### config.mk
export PLATFORM = sky130hd
export DESIGN_NAME = kmp_prefix_table_builder_flat
export DESIGN_NICKNAME = d
export VERILOG_FILES = /design/src/hdl/kmp_pkg.sv /design/src/hdl/kmp_in_if.sv /design/src/hdl/kmp_out_if.sv /design/src/hdl/kmp_prefix_table_builder.sv /design/src/hdl/kmp_ram.sv /design/src/hdl/kmp_ctrl.sv /design/src/flat_wrapper.sv
export VERILOG_INCLUDE_DIRS = /design/src /design/src/hdl
export SDC_FILE = /design/constraint.sdc
export NUM_CORES = 2
export LEC_CHECK = 0
export BUFFER_PORTS_ARGS = -buffer_cell sky130_fd_sc_hd__buf_2
export CAP_MARGIN = 20
export CORE_ASPECT_RATIO = 0.7
export CORE_MARGIN = 4
export CORE_UTILIZATION = 40
export CTS_CLUSTER_SIZE = 20
export DETAILED_ROUTE_END_ITERATION = 7
export GPL_ROUTABILITY_DRIVEN = 0
export PLACE_DENSITY = 0.66
export RECOVER_POWER = 100
export SLEW_MARGIN = 30
export SYNTH_ARGS = -nofsm -noshare
export SYNTH_HDL_FRONTEND = slang
export SYNTH_SLANG_ARGS = --single-unit
### constraint.sdc
create_clock -name clk -period 13.3 [get_ports clk]
set_input_delay 0.665 -clock clk [delete_from_list [all_inputs] [get_ports clk]]
set_output_delay 0.665 -clock clk [all_outputs]
set_load 0.05 [all_outputs]
### src/hdl/kmp_prefix_table_builder_assert.svh
// assertion macros for the kmp prefix table builder
// used by modules that sit in a clk / rst_n (active low) domain
`ifndef KMP_PREFIX_TABLE_BUILDER_ASSERT_SVH
`define KMP_PREFIX_TABLE_BUILDER_ASSERT_SVH

// same-cycle implication
`define KMP_ASSERT_IMPL(lbl, ante, cons) \
  lbl: assert property (@(posedge clk) disable iff (!rst_n) (ante) |-> (cons)) \
    else $error("kmp assertion failed");

// next-cycle implication
`define KMP_ASSERT_NEXT(lbl, ante, cons) \
  lbl: assert property (@(posedge clk) disable iff (!rst_n) (ante) |=> (cons)) \
    else $error("kmp assertion failed");

`endif

### src/hdl/kmp_pkg.sv
// shared constants and memory request types for the kmp prefix table builder
// no dependencies
`timescale 1ns / 1ps

package kmp_pkg;

  localparam int MAX_PATTERN = 256;
  localparam int ADDR_W      = (MAX_PATTERN > 1) ? $clog2(MAX_PATTERN) : 1;
  localparam int POS_W       = $clog2(MAX_PATTERN + 1);
  localparam int SYM_W       = 8;
  localparam int OUT_LEN_W   = 8;

  typedef struct packed {
    logic              we;
    logic [ADDR_W-1:0] waddr;
    logic [SYM_W-1:0]  wdata;
    logic              re;
    logic [ADDR_W-1:0] raddr;
  } pat_req_t;

  typedef struct packed {
    logic              we;
    logic [ADDR_W-1:0] waddr;
    logic [ADDR_W-1:0] wdata;
    logic              re;
    logic [ADDR_W-1:0] raddr;
  } pre_req_t;

endpackage

### src/hdl/kmp_in_if.sv
// input channel: pattern byte and start flag with valid / ready
// depends on kmp_pkg
`timescale 1ns / 1ps

interface kmp_in_if;
  logic                      valid;
  logic                      ready;
  logic [kmp_pkg::SYM_W-1:0] symbol;
  logic                      start_new;

  modport source (output valid, output symbol, output start_new, input ready);
  modport sink   (input valid, input symbol, input start_new, output ready);
endinterface

### src/hdl/kmp_out_if.sv
// result channel: prefix length and overflow flag with valid / ready
// depends on kmp_pkg
`timescale 1ns / 1ps

interface kmp_out_if;
  logic                          valid;
  logic                          ready;
  logic [kmp_pkg::OUT_LEN_W-1:0] prefix_length;
  logic                          overflow;

  modport source (output valid, output prefix_length, output overflow, input ready);
  modport sink   (input valid, input prefix_length, input overflow, output ready);
endinterface

### src/hdl/kmp_prefix_table_builder.sv
// top level of the kmp prefix table builder: sequencer plus pattern and failure stores
// depends on kmp_pkg, kmp_in_if, kmp_out_if, kmp_ram and kmp_ctrl
//
//   channel   dir   payload                    handshake
//   in_chan   in    symbol, start_new          valid / ready
//   out_chan  out   prefix_length, overflow    valid / ready
//
// one request in flight; the first byte of a pattern and an overflow byte finish without a read
// other bytes take one pattern-store read and compare, plus per fallback step one failure-store read,
// then one pattern-store read and compare; fallback steps amortize to about 2 reads per byte
// synchronous active-low reset clears the sequencer, position, match length and output valid only
// a result waiting on out_chan does not block a new request; a stalled output holds
// the finished result in the sequencer until the output register frees
`timescale 1ns / 1ps

module kmp_prefix_table_builder (
  input  logic      clk,
  input  logic      rst_n,
  kmp_in_if.sink    in_chan,
  kmp_out_if.source out_chan
);
  import kmp_pkg::*;

  pat_req_t          pat_req;
  pre_req_t          pre_req;
  logic [SYM_W-1:0]  pat_rdata;
  logic [ADDR_W-1:0] pre_rdata;

  kmp_ctrl u_ctrl (
    .clk       (clk),
    .rst_n     (rst_n),
    .in_chan   (in_chan),
    .out_chan  (out_chan),
    .pat_req   (pat_req),
    .pat_rdata (pat_rdata),
    .pre_req   (pre_req),
    .pre_rdata (pre_rdata)
  );

  // pattern bytes
  kmp_ram #(
    .DEPTH (MAX_PATTERN),
    .WIDTH (SYM_W)
  ) u_pat_ram (
    .clk   (clk),
    .we    (pat_req.we),
    .waddr (pat_req.waddr),
    .wdata (pat_req.wdata),
    .re    (pat_req.re),
    .raddr (pat_req.raddr),
    .rdata (pat_rdata)
  );

  // failure values
  kmp_ram #(
    .DEPTH (MAX_PATTERN),
    .WIDTH (ADDR_W)
  ) u_pre_ram (
    .clk   (clk),
    .we    (pre_req.we),
    .waddr (pre_req.waddr),
    .wdata (pre_req.wdata),
    .re    (pre_req.re),
    .raddr (pre_req.raddr),
    .rdata (pre_rdata)
  );

endmodule

### src/hdl/kmp_ram.sv
// generic single-write, single-read ram with registered read data
// no dependencies
`timescale 1ns / 1ps

module kmp_ram #(
  parameter int DEPTH = 256,
  parameter int WIDTH = 8
) (
  input  logic                                      clk,
  input  logic                                      we,
  input  logic [((DEPTH > 1) ? $clog2(DEPTH) : 1)-1:0] waddr,
  input  logic [WIDTH-1:0]                          wdata,
  input  logic                                      re,
  input  logic [((DEPTH > 1) ? $clog2(DEPTH) : 1)-1:0] raddr,
  output logic [WIDTH-1:0]                          rdata
);

  logic [WIDTH-1:0] mem [DEPTH];

  always_ff @(posedge clk) begin
    if (we) begin
      mem[waddr] <= wdata;
    end
  end

  always_ff @(posedge clk) begin
    if (re) begin
      rdata <= mem[raddr];
    end
  end

endmodule

### src/hdl/kmp_ctrl.sv
// sequencer and shared compare unit of the kmp prefix table builder
// depends on kmp_pkg, kmp_in_if, kmp_out_if and the assertion header
`timescale 1ns / 1ps

module kmp_ctrl (
  input  logic                       clk,
  input  logic                       rst_n,
  kmp_in_if.sink                     in_chan,
  kmp_out_if.source                  out_chan,
  output kmp_pkg::pat_req_t          pat_req,
  input  logic [kmp_pkg::SYM_W-1:0]  pat_rdata,
  output kmp_pkg::pre_req_t          pre_req,
  input  logic [kmp_pkg::ADDR_W-1:0] pre_rdata
);
  import kmp_pkg::*;

  `include "kmp_prefix_table_builder_assert.svh"

  localparam logic [1:0] S_IDLE = 2'd0;
  localparam logic [1:0] S_CMP  = 2'd1;
  localparam logic [1:0] S_FALL = 2'd2;
  localparam logic [1:0] S_DONE = 2'd3;

  function automatic logic [OUT_LEN_W-1:0] to_out_len(input logic [ADDR_W-1:0] l);
    logic [ADDR_W+OUT_LEN_W-1:0] w;
    w = {{OUT_LEN_W{1'b0}}, l};
    return w[OUT_LEN_W-1:0];
  endfunction

  logic [1:0]           state_r, state_nxt;
  logic [POS_W-1:0]     pos_r, pos_nxt;
  logic [ADDR_W-1:0]    match_r, match_nxt;
  logic [ADDR_W-1:0]    len_r, len_nxt;
  logic [SYM_W-1:0]     sym_r, sym_nxt;
  logic [ADDR_W-1:0]    res_r, res_nxt;
  logic                 rovf_r, rovf_nxt;
  logic                 out_valid_r;
  logic [OUT_LEN_W-1:0] out_len_r;
  logic                 out_ovf_r;

  logic                 in_fire;
  logic                 out_free;
  logic [POS_W-1:0]     pos_eff;
  logic [POS_W-1:0]     pos_m1;
  logic [ADDR_W-1:0]    match_eff;
  logic [ADDR_W-1:0]    len0;
  logic                 ovf_in;
  logic                 hit;
  logic [ADDR_W-1:0]    fall_len;
  logic [ADDR_W-1:0]    fin_len;

  logic                 done;
  logic [ADDR_W-1:0]    done_len;
  logic                 done_ovf;
  logic [POS_W-1:0]     done_pos;
  logic [SYM_W-1:0]     done_sym;
  logic                 pat_re;
  logic [ADDR_W-1:0]    pat_raddr;
  logic                 pre_re;

  assign in_chan.ready = (state_r == S_IDLE);
  assign in_fire       = in_chan.valid && in_chan.ready;
  assign out_free      = !out_valid_r || out_chan.ready;

  // start flag restarts the pattern before this byte is handled
  assign pos_eff   = in_chan.start_new ? '0 : pos_r;
  assign match_eff = in_chan.start_new ? '0 : match_r;
  assign pos_m1    = pos_eff - 1'b1;
  assign len0      = (POS_W'(match_eff) >= pos_eff) ? pos_m1[ADDR_W-1:0] : match_eff;
  assign ovf_in    = (pos_eff >= POS_W'(MAX_PATTERN));

  assign hit      = (pat_rdata == sym_r);
  assign fall_len = (pre_rdata < len_r) ? pre_rdata : '0;
  assign fin_len  = hit ? ADDR_W'(len_r + 1'b1) : '0;

  always_comb begin
    state_nxt = state_r;
    pos_nxt   = pos_r;
    match_nxt = match_r;
    len_nxt   = len_r;
    sym_nxt   = sym_r;
    res_nxt   = res_r;
    rovf_nxt  = rovf_r;
    done      = 1'b0;
    done_len  = '0;
    done_ovf  = 1'b0;
    done_pos  = pos_r;
    done_sym  = sym_r;
    pat_re    = 1'b0;
    pat_raddr = len_r;
    pre_re    = 1'b0;

    unique case (state_r)
      S_IDLE: begin
        if (in_fire) begin
          sym_nxt   = in_chan.symbol;
          pos_nxt   = pos_eff;
          match_nxt = match_eff;
          if (ovf_in || (pos_eff == '0)) begin
            if (out_free) begin
              done     = 1'b1;
              done_ovf = ovf_in;
              done_pos = pos_eff;
              done_sym = in_chan.symbol;
            end else begin
              res_nxt   = '0;
              rovf_nxt  = ovf_in;
              state_nxt = S_DONE;
            end
          end else begin
            pat_re    = 1'b1;
            pat_raddr = len0;
            len_nxt   = len0;
            state_nxt = S_CMP;
          end
        end
      end
      S_CMP: begin
        if (hit || (len_r == '0)) begin
          if (out_free) begin
            done      = 1'b1;
            done_len  = fin_len;
            state_nxt = S_IDLE;
          end else begin
            res_nxt   = fin_len;
            rovf_nxt  = 1'b0;
            state_nxt = S_DONE;
          end
        end else begin
          // mismatch: fetch the failure value one below
          pre_re    = 1'b1;
          state_nxt = S_FALL;
        end
      end
      S_FALL: begin
        len_nxt   = fall_len;
        pat_re    = 1'b1;
        pat_raddr = fall_len;
        state_nxt = S_CMP;
      end
      S_DONE: begin
        if (out_free) begin
          done      = 1'b1;
          done_len  = res_r;
          done_ovf  = rovf_r;
          state_nxt = S_IDLE;
        end
      end
      default: begin
        state_nxt = S_IDLE;
      end
    endcase

    if (done && !done_ovf) begin
      pos_nxt   = POS_W'(done_pos + 1'b1);
      match_nxt = done_len;
    end
  end

  assign pat_req.we    = done && !done_ovf;
  assign pat_req.waddr = done_pos[ADDR_W-1:0];
  assign pat_req.wdata = done_sym;
  assign pat_req.re    = pat_re;
  assign pat_req.raddr = pat_raddr;

  assign pre_req.we    = done && !done_ovf;
  assign pre_req.waddr = done_pos[ADDR_W-1:0];
  assign pre_req.wdata = done_len;
  assign pre_req.re    = pre_re;
  assign pre_req.raddr = ADDR_W'(len_r - 1'b1);

  always_ff @(posedge clk) begin
    if (!rst_n) begin
      state_r <= S_IDLE;
      pos_r   <= '0;
      match_r <= '0;
    end else begin
      state_r <= state_nxt;
      pos_r   <= pos_nxt;
      match_r <= match_nxt;
    end
  end

  always_ff @(posedge clk) begin
    len_r  <= len_nxt;
    sym_r  <= sym_nxt;
    res_r  <= res_nxt;
    rovf_r <= rovf_nxt;
  end

  always_ff @(posedge clk) begin
    if (!rst_n) begin
      out_valid_r <= 1'b0;
    end else if (done) begin
      out_valid_r <= 1'b1;
    end else if (out_chan.ready) begin
      out_valid_r <= 1'b0;
    end
  end

  always_ff @(posedge clk) begin
    if (done) begin
      out_len_r <= to_out_len(done_len);
      out_ovf_r <= done_ovf;
    end
  end

  assign out_chan.valid         = out_valid_r;
  assign out_chan.prefix_length = out_len_r;
  assign out_chan.overflow      = out_ovf_r;

  `KMP_ASSERT_NEXT(a_fall_to_cmp, state_r == S_FALL, state_r == S_CMP)
  `KMP_ASSERT_IMPL(a_match_below_pos, pos_r != '0, POS_W'(match_r) < pos_r)
  `KMP_ASSERT_IMPL(a_write_not_read, pat_req.we, !pat_req.re && !pre_req.re)
  `KMP_ASSERT_IMPL(a_ovf_zero_len, out_valid_r && out_ovf_r, out_len_r == '0)

endmodule

### src/flat_wrapper.sv
// flat-port wrapper written by rule: the top's interface ports become plain ports
module kmp_prefix_table_builder_flat import kmp_pkg::*;
  (clk, rst_n, in_chan_valid, in_chan_symbol, in_chan_start_new, in_chan_ready, out_chan_valid, out_chan_prefix_length, out_chan_overflow, out_chan_ready);
  kmp_in_if in_chan_i ();
  kmp_out_if out_chan_i ();
  input  logic clk;
  input  logic rst_n;
  input wire logic [$bits(in_chan_i.valid)-1:0] in_chan_valid;
  input wire logic [$bits(in_chan_i.symbol)-1:0] in_chan_symbol;
  input wire logic [$bits(in_chan_i.start_new)-1:0] in_chan_start_new;
  output wire logic [$bits(in_chan_i.ready)-1:0] in_chan_ready;
  output wire logic [$bits(out_chan_i.valid)-1:0] out_chan_valid;
  output wire logic [$bits(out_chan_i.prefix_length)-1:0] out_chan_prefix_length;
  output wire logic [$bits(out_chan_i.overflow)-1:0] out_chan_overflow;
  input wire logic [$bits(out_chan_i.ready)-1:0] out_chan_ready;
  assign in_chan_i.valid = in_chan_valid;
  assign in_chan_i.symbol = in_chan_symbol;
  assign in_chan_i.start_new = in_chan_start_new;
  assign in_chan_ready = in_chan_i.ready;
  assign out_chan_valid = out_chan_i.valid;
  assign out_chan_prefix_length = out_chan_i.prefix_length;
  assign out_chan_overflow = out_chan_i.overflow;
  assign out_chan_i.ready = out_chan_ready;
  kmp_prefix_table_builder u_core (.clk(clk), .rst_n(rst_n), .in_chan(in_chan_i), .out_chan(out_chan_i));
endmodule
**Word level (Yosys, flattened, before mapping)**

Memories as Yosys holds them, arrays and structs flattened. A register that Yosys moved wholly into a read port is not among the register bits.
Cells that the tools add are included.

- Input bits: 13
- Register bits: 54
- Memories kept: 2
- RAM bits: 4096
- Logic and storage cells: 111
- Output and inout bits: 11

Memory list:

| name | depth | width | rd ports | clocked after Yosys merged registers in | wr ports | line | text |
|---|---|---|---|---|---|---|---|
| u_core.u_pat_ram.mem | 256 | 8 | 1 | 1 | 1 | kmp_ram.sv:18 | `logic [WIDTH-1:0] mem [DEPTH];` |
| u_core.u_pre_ram.mem | 256 | 8 | 1 | 1 | 1 | kmp_ram.sv:18 |  |

- Add/subtract/negate cells: 4
- Muxes and demuxes: 62
- Reduce and logical (&&, ||, !) cells: 19
- $lt $le $gt $ge: 3
- Equality and inequality tests: 11

Operator list:

| cell | number |
|---|---|
| 8-bit 2-to-1 mux | 20 |
| 9-bit 2-to-1 mux | 8 |
| 8-bit case mux with 2 select lines | 3 |
| 1-bit 2-to-1 mux | 20 |
| 8-bit by 1-bit subtractor with 8-bit output (second input constant) | 2 |
| 2-bit 2-to-1 mux | 6 |
| 5-bit AND reduction | 2 |
| 9-bit by 1-bit adder with 9-bit output (second input constant) | 1 |
| 8-bit by 9-bit >= comparator with 1-bit output | 1 |
| 9-bit >= comparator (second input constant) | 1 |
| 9-bit zero test | 1 |
| 8-bit by 1-bit adder with 8-bit output (second input constant) | 1 |
| 8-bit equality test | 1 |
| 8-bit zero test | 1 |
| 8-bit < comparator | 1 |
| 2-bit != test (second input constant) | 4 |
| 2-bit case mux with 4 select lines | 1 |
| 2-bit nonzero test | 4 |
| 1-bit case mux with 2 select lines | 3 |
| 2-bit equality test (second input constant) | 2 |
| 2-bit by 1-bit != test with 1-bit output (second input constant) | 2 |
| 2-bit AND reduction | 2 |
| 1-bit logical OR | 3 |
| 3-bit != test (second input constant) | 1 |
| 6 further kinds | 8 |

**Depth between registers and ports, before layout**

- Depth in word-level cells: 10
- Mapped depth: 22
- Gate-level depth less buffers: 17

**Hierarchy**

Synthesis repeated with hierarchy kept, for this count alone.

- Cell total of the unflattened synthesis: 7879
- Area total of the unflattened synthesis: 163016.3 um2

By module, submodules not included:

| module | cells an instance | area an instance (um2) | seq. area each (um2) | times used |
|---|---|---|---|---|
| kmp_ram | 3733 | 79636.4 | 61739.2 | 2 |
| kmp_ctrl | 413 | 3743.6 | 1341.3 | 1 |

**Least setup slack after synthesis**

No wires, ideal clock.

- Kind: reg-to-reg
- Start point: reg u_core.u_ctrl.len_r[0]
- End point: reg u_core.u_ctrl.out_len_r[1] (netlist: u_core.u_ctrl.out_chan.prefix_length[1]), data pin
- Period minus slack after synthesis: 11.071 ns
- Slack: 2.229 ns
- Arrival time: 9.485 ns
- Path buffers: 6
- Setup time: 1.586 ns
- Required time: 11.714 ns
- Stages on the path, launching flop included: 11
- Cell sequence: dfxtp_1 -> clkbuf_1 -> clkbuf_1 -> clkbuf_1 -> inv_1 -> ha_1 -> clkbuf_1 -> clkbuf_1 -> clkbuf_1 -> nand3_1 -> a21oi_1

RTL lines:

| item | line | text |
|---|---|---|
| start: declaration | kmp_ctrl.sv:33 | `logic [ADDR_W-1:0] len_r, len_nxt;` |
| start signal: assignment | kmp_ctrl.sv:185 | `len_r <= len_nxt;` |
| end signal: assignment | kmp_ctrl.sv:203 | `out_len_r <= to_out_len(done_len);` |
| end: declaration | kmp_ctrl.sv:38 | `logic [OUT_LEN_W-1:0] out_len_r;` |

**Final worst setup path**

- Start point: reg u_core.u_ctrl.state_r[0]
- End point: reg u_core.u_pat_ram.rdata[4] (read register of u_core.u_pat_ram.mem), data pin

- Longest elaborated chain between the ends: 4
- Elaborated cells between the ends (all ways): 7
- Those cells by class: eq/ne: 1; mux: 4; reduce/logical: 2

RTL lines:

| item | line | text |
|---|---|---|
| start: declaration | kmp_ctrl.sv:30 | `logic [1:0] state_r, state_nxt;` |
| start signal: assignment | kmp_ctrl.sv:178 | `state_r <= state_nxt;` |
| 2-bit zero test | kmp_ctrl.sv:61, kmp_ctrl.sv:93 |  |
| 1-bit logical AND | kmp_ctrl.sv:62 | `assign in_fire = in_chan.valid && in_chan.ready;` |
| 8-bit 2-to-1 mux or 1-bit 2-to-1 mux (tied branches) | kmp_ctrl.sv:95 | `if (in_fire) begin` |
| 8-bit case mux with 2 select lines or 1-bit case mux with 2 select lines (tied branches) | kmp_ctrl.sv:93 | `unique case (state_r)` |
| end: declaration | kmp_ram.sv:15 | `output logic [WIDTH-1:0] rdata` |

Parallel ways exist; a longest one is shown, timed or not.
A chain may end at the register's enable or synchronous reset.

==> results.sh <==
export IMPL_worstPathMaxFanout=36
export IMPL_cts_root_to_sink_buffers=4
export IMPL_finalNonFillerCells=14971
export IMPL_tritoncts="done"
export IMPL_mostFrequentLayoutCells="edfxtp_1 (4138), nand2_1 (1185), mux4_2 (680)"
export IMPL_tritoncts_num_buffers=367
export IMPL_netSwitchingFraction=0.403
export IMPL_area_growth_pct=11.7
export IMPL_register_area_share_after_synthesis=0.769
export IMPL_detailed_place_area_mm2=0.171
export IMPL_grt_first_pass_wirelength_um=671000
export IMPL_place_hpwl_um=294000
export IMPL_tightest_slew_ps=4440
export IMPL_finalSetupViolCount=0
export IMPL_layout_worst_path_cycle_share=0.787
export IMPL_max_cap_viol_count=189
export IMPL_post_cts_resize_count=0
export IMPL_chipWidth_um=770
export IMPL_max_freq_ghz=0.0955
export IMPL_pin_count_of_the_biggest_net_entering_global_routing=179
export IMPL_synth_avg_cell_area_um2=18.2
export IMPL_finalWirelength_um=482000
export IMPL_cts_hold_buffers=7
export IMPL_final_standard_cell_area_without_fillers_mm2=0.181
export IMPL_power_combinational_fraction=0.431
export IMPL_crit_type="reg -> reg"
export IMPL_endpoint_kind="flip-flop"
export IMPL_final_max_slew_violation_count=5060
export IMPL_setup_tns_final_ps=0
export IMPL_drive_above_1_share=0.153
export IMPL_ctsHtreeMaxLevel=5
export IMPL_placed_cells_incl_taps=14264
export IMPL_holdCritPathClass="in -> reg"
export IMPL_max_slew_margin=-1.96
export IMPL_antenna_violations_before_repair=58
export IMPL_min_period_ps=10470
export IMPL_via_count_of_the_first_global_routing_pass=86127
export IMPL_power_clock_fraction=0.228
export IMPL_power_frac_seq=0.341
export IMPL_detailed_routing_iteration_count_for_the_pre_antenna_repair_pass=8
export IMPL_post_synth_inst_count=8901
export IMPL_yosysWarningCount=0
export IMPL_routed_via_count=91836
export IMPL_power_consumption_w=0.0457
export IMPL_clock_skew_final_ps=108
export IMPL_die_area_mm2=0.416
export IMPL_power_report_internal_total_w=0.0273
export IMPL_yosys_most_used_dff="edfxtp_1"
export IMPL_design_portCount=24
export IMPL_p_per_area_mw_per_mm2=252
export IMPL_total_of_flip_flops_plus_latches_after_synthesis=4166
export IMPL_cts_root_buf="clkbuf_16"
export IMPL_initial_core_utilization=0.402
export IMPL_worst_ir_drop_vdd_mv=0.325
export IMPL_drt_vias_per_instance=6.13
export IMPL_synth_enable_flop_cells=4138
export IMPL_fp_row_count=195
export IMPL_cp_data_required_time_ps=13940
export IMPL_synth_lib_cells_used_distinct=83
export IMPL_grt_use_total=0.225
export IMPL_cts_sinks=4166
export IMPL_final_nets=9264
export IMPL_hold_violations=0
export IMPL_postCtsSetupBuffers=0
export IMPL_setup_worst_path_start_class="flip-flop"
export IMPL_most_common_cell_after_layout_fill_and_taps_aside="edfxtp_1"
export IMPL_grt_overflow=0
export IMPL_syn_num_nets=8940
export IMPL_count_of_nets_left_with_antenna_violations_after_detail_routing=0
export IMPL_critPathArrivalTime_ps=11110
export IMPL_p_switching_w=0.0184
export IMPL_finalCoreUtilization=0.449
export IMPL_die_extent_in_y_um=541
export IMPL_drcViolationCount=1
export IMPL_port_buf_inserts=23
export IMPL_post_synth_instance_area_mm2=0.162
export IMPL_clk_transition_reported_paths_ps=80
export IMPL_placeableCoreArea_mm2=0.404
export IMPL_outcome="finished, violations left"
export IMPL_failing_checks="design-rule violations, max-capacitance violations, max-slew violations"
export IMPL_number_of_drc_markers_in_iteration_0=16902
export IMPL_average_wire_per_cell_in_the_routed_design_um=32.2
export IMPL_synth_async_sr_flop_share=0
export IMPL_rsz0062_at_grt="no"
export IMPL_clock_insertion_delay_at_the_later_pin_of_the_skew_report_ps=970
export IMPL_static_leakage_power_nw=56.8
## per-layer routing
metal,share of wire,routed length (um),global-route usage,up-vias
met5,0.00049,238,0.00598,-
met4,0.031,15000,0.0615,34
met3,0.18,85900,0.101,908
met2,0.39,190000,0.292,7203
met1,0.40,191000,0.338,47365
li1,-,-,-,36326
## sequential cells by signal, summed over array words and instances, names as in the netlist
signal                                count
u_core.u_ctrl.len_r                       8
u_core.u_ctrl.match_r                     8
u_core.u_ctrl.out_chan.overflow           1
u_core.u_ctrl.out_chan.prefix_length      8
u_core.u_ctrl.out_chan.valid              1
u_core.u_ctrl.pos_r                       9
u_core.u_ctrl.res_r                       8
u_core.u_ctrl.rovf_r                      1
u_core.u_ctrl.state_r                     2
u_core.u_ctrl.sym_r                       8
u_core.u_pat_ram.mem                   2048
u_core.u_pat_ram.rdata                    8
u_core.u_pre_ram.mem                   2048
u_core.u_pre_ram.rdata                    8
## area by class of cell
type,count,area [um^2]
diodes,43,108
clock buffers,453,9610
clock inverters,202,1800
fillers,34119,222000
inverters,26,113
multi-input cells,4197,35600
flip-flops and latches,4166,125000
well taps,5417,6780
repair buffers,467,2570
## synthesized netlist by cell type, types with 21 or more instances
cell type | instances | area share
a211oi_1 | 45 | 0.0021
edfxtp_1 | 4138 | 0.77
a22oi_1 | 61 | 0.0028
a311oi_1 | 79 | 0.0043
o21ai_0 | 32 | 0.00099
nor2_1 | 360 | 0.0083
nor3_1 | 24 | 0.00074
dfxtp_1 | 28 | 0.0035
mux2i_1 | 379 | 0.023
a21oi_1 | 325 | 0.010
nand3_1 | 253 | 0.0078
inv_1 | 21 | 0.00049
buf_1 | 69 | 0.0016
buf_2 | 205 | 0.0063
a21boi_0 | 43 | 0.0020
a31oi_1 | 88 | 0.0034
a21o_1 | 22 | 0.0010
ha_1 | 26 | 0.0020
nand4_1 | 23 | 0.00089
clkbuf_1 | 224 | 0.0052
nand2_1 | 1189 | 0.027
mux4_2 | 680 | 0.094
o22ai_1 | 181 | 0.0070
and3_1 | 106 | 0.0041
nor4_1 | 32 | 0.0012
## power by group through the flow
stage                     clock network (W)  logic [W]  registers [W]
after global routing                 0.0111     0.0203         0.0156
after global placement                    0     0.0187         0.0157
final                                0.0104     0.0197         0.0156
after detailed placement                  0     0.0190         0.0157
after CTS                            0.0105     0.0190         0.0155
after floorplan                           0     0.0114         0.0158
## critical path: stages, from the launching register on
cell and delay [ps]:
dfxtp_1 350, inv_1 100, ha_1 460, nand2_1 320
a311oi_1 1530, a21oi_1 300, nand2_1 190, and4_2 210
clkbuf_1 2090, inv_2 20, buf_4 500, nand3_4 490
buf_4 590, o22ai_1 140, nor4_1 1310, o22ai_1 360
nor4_1 860, o2111ai_1 280
## cells by family (layout without fill, tap and decap cells)
logic type / after synthesis / in the layout / share of synthesized area
flip-flops: 4166 / 4166 / 0.769
AND/OR/NAND/NOR: 2063 / 2063 / 0.0538
AO/OA/AOI/OAI: 1016 / 1016 / 0.0413
adder cells (fa/ha/maj): 26 / 26 / 0.00200
buffers and inverters: 538 / 1148 / 0.0145
multiplexers: 1068 / 1068 / 0.118
XOR/XNOR: 24 / 24 / 0.00129
other: 0 / 43 / 0
## through the flow
step / setup WS [ps] / hold WS [ps]
detailed placement: 5570 / 471
CTS: 6210 / 11.6
global placement: 4780 / 478
floorplan: 2230 / 450
finish: 2830 / 192
global route: 2860 / 124
## path summary, 6_finish.rpt
check	cells after the start	start	slack [ps]	end
min	1	in_chan_symbol[2]	190	u_core.u_ctrl.sym_r[2]$_DFFE_PP_
max	17	u_core.u_ctrl.state_r[0]$_SDFFE_PN0P_	2830	u_core.u_pat_ram.rdata[4]$_DFFE_PP_
max reg2reg	17	u_core.u_ctrl.state_r[0]$_SDFFE_PN0P_	2830	u_core.u_pat_ram.rdata[4]$_DFFE_PP_
min reg2reg	2	u_core.u_ctrl.match_r[6]$_SDFFE_PN0P_	490	u_core.u_ctrl.match_r[6]$_SDFFE_PN0P_
(Power assumes the default switching activity.)
